## config.mk

```make
export PLATFORM = sky130hd
export DESIGN_NAME = rkc_ctrl
export DESIGN_NICKNAME = d
export VERILOG_FILES = /design/src/hdl/rkc_pkg.sv /design/src/hdl/rkc_ctrl.sv
export SDC_FILE = /design/constraint.sdc
export NUM_CORES = 1
export LEC_CHECK = 0
export BUFFER_PORTS_ARGS = -buffer_cell sky130_fd_sc_hd__buf_2
export CORE_AREA = 2 2 39 41
export CTS_CLUSTER_DIAMETER = 150
export DETAILED_ROUTE_END_ITERATION = 6
export DIE_AREA = 0 0 41 43
export MAX_ROUTING_LAYER = met4
export SYNTH_ARGS = -nofsm -noshare
export SYNTH_HDL_FRONTEND = slang
export SYNTH_SLANG_ARGS = --single-unit
```

## constraint.sdc

```tcl
create_clock -name i_clk -period 1.1 [get_ports i_clk]
set_clock_uncertainty 0.1 [all_clocks]
set_input_delay 0.11 -clock i_clk [delete_from_list [all_inputs] [get_ports i_clk]]
set_output_delay 0.11 -clock i_clk [all_outputs]
set_load 0.01 [all_outputs]
```

## src/hdl/rkc_pkg.sv

```systemverilog
`timescale 1ns / 1ps
// rkc_pkg: shared types, field widths and helpers for the RGB kernel convolution unit.
// No dependencies.
package rkc_pkg;

    localparam int COORD_W    = 14;
    localparam int KSIDE_W    = 4;
    localparam int IN_W       = 64;
    localparam int OUT_W      = 40;
    localparam int CFG_IDX_W  = 2;
    localparam int CFG_DATA_W = 9;
    localparam int PROD_W     = 25;
    localparam int ACC_W      = 34;

    typedef enum logic [1:0] {
        MODE_COEF    = 2'd0,
        MODE_PIXEL   = 2'd1,
        MODE_COMPUTE = 2'd2,
        MODE_NOP     = 2'd3
    } t_mode;

    localparam logic [CFG_IDX_W-1:0] CFG_IMG_W = 2'd0;
    localparam logic [CFG_IDX_W-1:0] CFG_IMG_H = 2'd1;
    localparam logic [CFG_IDX_W-1:0] CFG_KER_W = 2'd2;
    localparam logic [CFG_IDX_W-1:0] CFG_KER_H = 2'd3;

    typedef enum logic [2:0] {
        S_IDLE  = 3'b001,
        S_RUN   = 3'b010,
        S_DRAIN = 3'b100
    } t_state;

    typedef struct packed {
        logic write;
        logic start;
        logic issue;
        logic load_out;
    } t_cmd;

    typedef struct packed {
        logic last_tap;
        logic pipe_busy;
        logic out_free;
    } t_status;

    // Signed Q26.8 sum to byte: truncate toward zero, saturate to 0..255
    function automatic logic [7:0] to_byte(input logic signed [ACC_W-1:0] acc);
        logic [7:0] res;
        if (acc[ACC_W-1] || (acc == '0)) begin
            res = 8'd0;
        end else if (|acc[ACC_W-1:16]) begin
            res = 8'd255;
        end else begin
            res = acc[15:8];
        end
        return res;
    endfunction

endpackage

```

## src/hdl/rkc_ctrl.sv

```systemverilog
`timescale 1ns / 1ps
// rkc_ctrl: sequencer for the convolution unit; issues commands to rkc_datapath.
// Depends on rkc_pkg.
module rkc_ctrl (
    input  logic              i_clk,
    input  logic              i_rst_n,
    input  logic              i_in_valid,
    input  logic [1:0]        i_in_mode,
    output logic              o_in_ready,
    input  rkc_pkg::t_status  i_status,
    output rkc_pkg::t_cmd     o_cmd
);
    import rkc_pkg::*;

    t_state r_state, n_state;
    logic   accept;

    assign o_in_ready = (r_state == S_IDLE);
    assign accept     = i_in_valid && o_in_ready;

    always_comb begin
        n_state        = r_state;
        o_cmd.write    = 1'b0;
        o_cmd.start    = 1'b0;
        o_cmd.issue    = 1'b0;
        o_cmd.load_out = 1'b0;
        case (r_state)
            S_IDLE: begin
                o_cmd.write = accept;
                if (accept && (i_in_mode == MODE_COMPUTE)) begin
                    o_cmd.start = 1'b1;
                    n_state     = S_RUN;
                end
            end
            S_RUN: begin
                o_cmd.issue = 1'b1;
                if (i_status.last_tap) begin
                    n_state = S_DRAIN;
                end
            end
            S_DRAIN: begin
                if (!i_status.pipe_busy && i_status.out_free) begin
                    o_cmd.load_out = 1'b1;
                    n_state        = S_IDLE;
                end
            end
            default: begin
                n_state = S_IDLE;
            end
        endcase
    end

    always_ff @(posedge i_clk) begin
        if (!i_rst_n) begin
            r_state <= S_IDLE;
        end else begin
            r_state <= n_state;
        end
    end

endmodule

```

# Word level (Yosys, flattened, before mapping)
# Index checks and enable logic that the tools add are counted.
[op_classes]
reduce_logical = 5
bitwise = 0
n_shift = 0
add_sub_neg = 0
div = 0
eq_ne = 7
multipliers = 0
mux = 9
order_cmp = 0
[ops]
columns = ["cell", "count"]
rows = [
  ["$mux W3", 3],
  ["$pmux W3 S3", 1],
  ["$mux W1", 4],
  ["$ne A2 B2 Y1 const B", 2],
  ["$eq A3 B1 Y1 const B", 1],
  ["$eq A3 B2 Y1 const B", 1],
  ["$eq A3 B3 Y1 const B", 1],
  ["$logic_and A1 B1 Y1", 3],
  ["$reduce_and A3 Y1", 1],
  ["$eq A2 B2 Y1 const B", 1],
  ["$mux W2", 1],
  ["$ne A2 B1 Y1 const B", 1],
  ["$logic_not A1 Y1", 1],
]
[word_totals]
mem_bits_rw = 0
regBits = 3
wordCells = 22
romBits = 0
inputBits = 8
out_inout_bits = 5
latch_bits = 0
mem_count = 0

# Depth between registers and ports, before layout
[depth]
depth_word = 5
ltp_mapped = 3
depth_no_buf = 3

# Worst setup path before layout
# Ideal clock, no wire load.
[synth_path]
kind = "register -> register"
startpoint = "reg r_state[1]"
endpoint = "reg r_state[1]"
setup_time_ns = 0.118
t_required_ns = 0.882
stages_incl_launch_ff = 4
arrival_ns = 1.000
period_less_slack_ns = 1.218
n_path_buf = 0
path_slack_ns = -0.118
path_cell_list = "dfxtp_1 -> and4bb_4 -> and3b_4 -> o2111a_1"
[synth_via]
elab_chain_cells = 5
word_cells_on_any_way = 10
classes_between = "6 x eq/ne; 1 x mux; 3 x reduce/logical"
[synth_rtl]
columns = ["item", "line", "rtl"]
rows = [
  ["from (decl)", "rkc_ctrl.sv:15", "t_state r_state, n_state;"],
  ["from (signal assigned)", "rkc_ctrl.sv:57", "r_state <= n_state;"],
  ["$eq A3 B1 Y1", "rkc_ctrl.sv:18, rkc_ctrl.sv:27", ""],
  ["$logic_and A1 B1 Y1", "rkc_ctrl.sv:19", "assign accept = i_in_valid && o_in_ready;"],
  ["$logic_and A1 B1 Y1", "rkc_ctrl.sv:30", "if (accept && (i_in_mode == MODE_COMPUTE)) begin"],
  ["$ne A2 B1 Y1 (no line)", "-", ""],
  ["$reduce_and A3 Y1 (no line)", "-", ""],
]
# Parallel ways exist; a longest one is shown, timed or not.
# A chain may end at the register's enable or synchronous reset.

==> metrics <==
WP buf/inv 1; Final nets 51; #FFs+latches synth 3; Comb power frac 19.1%; Synth Instances 21; IO buf count 12; final hold vios 0; DR vias 233; Fin Setup TNS -1.38 ns; NetSw 90.6 uW; clk slew on worst S/H paths 0.04 ns; slew margin rel. 88.1%; Leakage 0.000169 uW; Place WS -0.131 ns; PD cells 1030 mW/mm^2; most frequent cells in the layout buf_2 (11), clkbuf_4 (3), buf_6 (3), buf_4 (3); first-pass GRT wire length 752 um; Mapped Nets 29; Ports 13; Ys Warns 0; Syn Std Cell Area 203 um^2; 1st-pass router iterations 2; Final WS setup -0.286 ns; WL final 531 um; initial core utilization 14.6%; DR vias/cell 4.02; Final Max Slew Viols 0; WP data arrival 1.18 ns; CP Cell Sequence and4bb_4, and3b_4, buf_6; Post-Route Utilization 27.1%; Hold WC Path Type in2reg; post-synthesis sequential area ratio 29.6%; endpoint type of the worst setup path output port; number of unique standard cell types used by synthesis 17; CP top delay family simple AND/OR/NAND/NOR gates; Die ar. 0.00176 mm^2; Layout area overhead 85.2%; clk buf depth 2; unrepaired setup endpoints after global routing yes; FILL cells 155; initial antenna violation count 0; sw frac 23.5%; Final Cycle Share 126%; worst-margin pin slew 0.178 ns; clock period minus worst slack 1.39 ns; hpwl dp 392 um; gpl congestion 0.651; Crit-path slowest cell dfxtp_4; wire per inst 9.16 um; Placed Area 299 um^2; design area 375 um^2; DR DRC count 0; chip height 43 um; Peak Freq 721 MHz; Final ANT Viol Nets 0; CP Class reg2out; status finished with violations; clock power share 51.0%; CTS root buffer clkbuf_4; vias in the first global route 216; largest fanout on the critical path 6; global route overflow 0; slowest stage delay, CP 0.35 ns; syn_area_per_cell 9.65 um^2; Req. time, crit path 0.89 ns; site row count 14; DRT iter0 DRCs 3; CTS tree done; commonest non-fill, non-tap cell in the layout buf_2; number of diodes 0; pin count of the biggest net entering global routing 7; largest register by flop count r_state; Hold WS 0.0598 ns; endpoints failing setup 8; worst skew pair latency 0.23 ns; Largest regs r_state x3; number of max-cap violations 0; fraction of layout instances using a drive strength above 1 64.3%; maximum vdd drop 565 uV; failing checks negative setup slack; width of the die 41 um; total track usage 6.98%; max reg flops 3; H-tree depth 1; CTS Buf Count 3; Power Internal 295 uW; Worst setup SP type flop; power share of the sequential group 29.9%; core area 0.00138 mm^2; TritonCTS Sinks 3
metal layers:
layer	GRT usage (%)	up-vias	routed length, um
li1	-	119	-
met1	6.71	101	235
met2	10.0	13	238
met3	6.28	0	57
met4	2.00	0	0
met5	-	-	0
repair_timing:
item	in CTS	in global routing
hold endpoints to repair	1	0
pin swaps	4	2
gates resized for setup	7	0
hold buffers	1	0
setup buffers	2	0
setup endpoints to repair	8	8
area by class of cell:
cell class	instances	area, um^2	share of cell area (%)
Clock buffer	4	26.3	7.00
Inverter	1	3.75	1.00
Multi-Input combinational cell	16	139	37.0
Sequential cell	3	65.1	17.3
Tap cell	16	20.0	5.33
Timing Repair Buffer	18	121	32.3
metrics by stage:
step	std cells	power [uW]
2_1_floorplan	21	149
3_5_place_dp	51	178
4_1_cts	58	399
5_1_grt	58	417
6_report	58	385
3_3_place_gp	51	177
logic make-up (layout without fill, tap and decap cells):
group / after synthesis / count (layout) / share of synthesized area [%]
simple gates: 10 / 10 / 41.4
buf+inv: 2 / 23 / 5.56
flops: 3 / 3 / 29.6
compound gates: 6 / 6 / 23.5
worst paths after layout:
kind	endpoint	slack, ns	startpoint	depth (start not counted)
setup / recovery	o_cmd[2]	-0.29	r_state[1]$_SDFFE_PN0P_	3
hold / removal	r_state[2]$_SDFFE_PN0P_	0.06	i_status[2]	3
setup reg to reg	r_state[1]$_SDFFE_PN0P_	-0.19	r_state[2]$_SDFFE_PN0P_	4
hold reg to reg	r_state[1]$_SDFFE_PN0P_	0.48	r_state[1]$_SDFFE_PN0P_	1
power by group through the flow:
stage / Clock (uW) / Sequential (uW) / Combinational (uW)
floorplan: 0 / 118 / 31.5
global placement: 0 / 118 / 59.4
detailed placement: 0 / 118 / 59.9
CTS: 210 / 115 / 74.3
global route: 220 / 116 / 81.4
finish: 196 / 115 / 73.6
worst register-to-register path: stages, from the launching register on:
cell and delay, ns:
dfxtp_2 0.33, and4bb_4 0.23, and3b_4 0.18, buf_4 0.13
o2111a_1 0.21
cell usage after synthesis:
| cell type | n | area, um^2 |
|---|---|---|
| a2bb2oi_1 | 1 | 8.76 |
| dfxtp_1 | 3 | 60.1 |
| and2b_1 | 1 | 7.51 |
| and3b_4 | 1 | 12.5 |
| nor3b_1 | 2 | 15.0 |
| o2111a_1 | 1 | 11.3 |
| o21ai_0 | 1 | 5.00 |
| buf_4 | 1 | 7.51 |
| a21oi_1 | 1 | 5.00 |
| nor2_1 | 1 | 3.75 |
| a221o_1 | 1 | 10.0 |
| nand2b_1 | 2 | 12.5 |
| inv_1 | 1 | 3.75 |
| and4bb_4 | 1 | 16.3 |
| nor2b_1 | 1 | 6.26 |
| and2b_4 | 1 | 10.0 |
| a22oi_1 | 1 | 7.51 |
No activity file was read; power rests on OpenSTA's default activity.
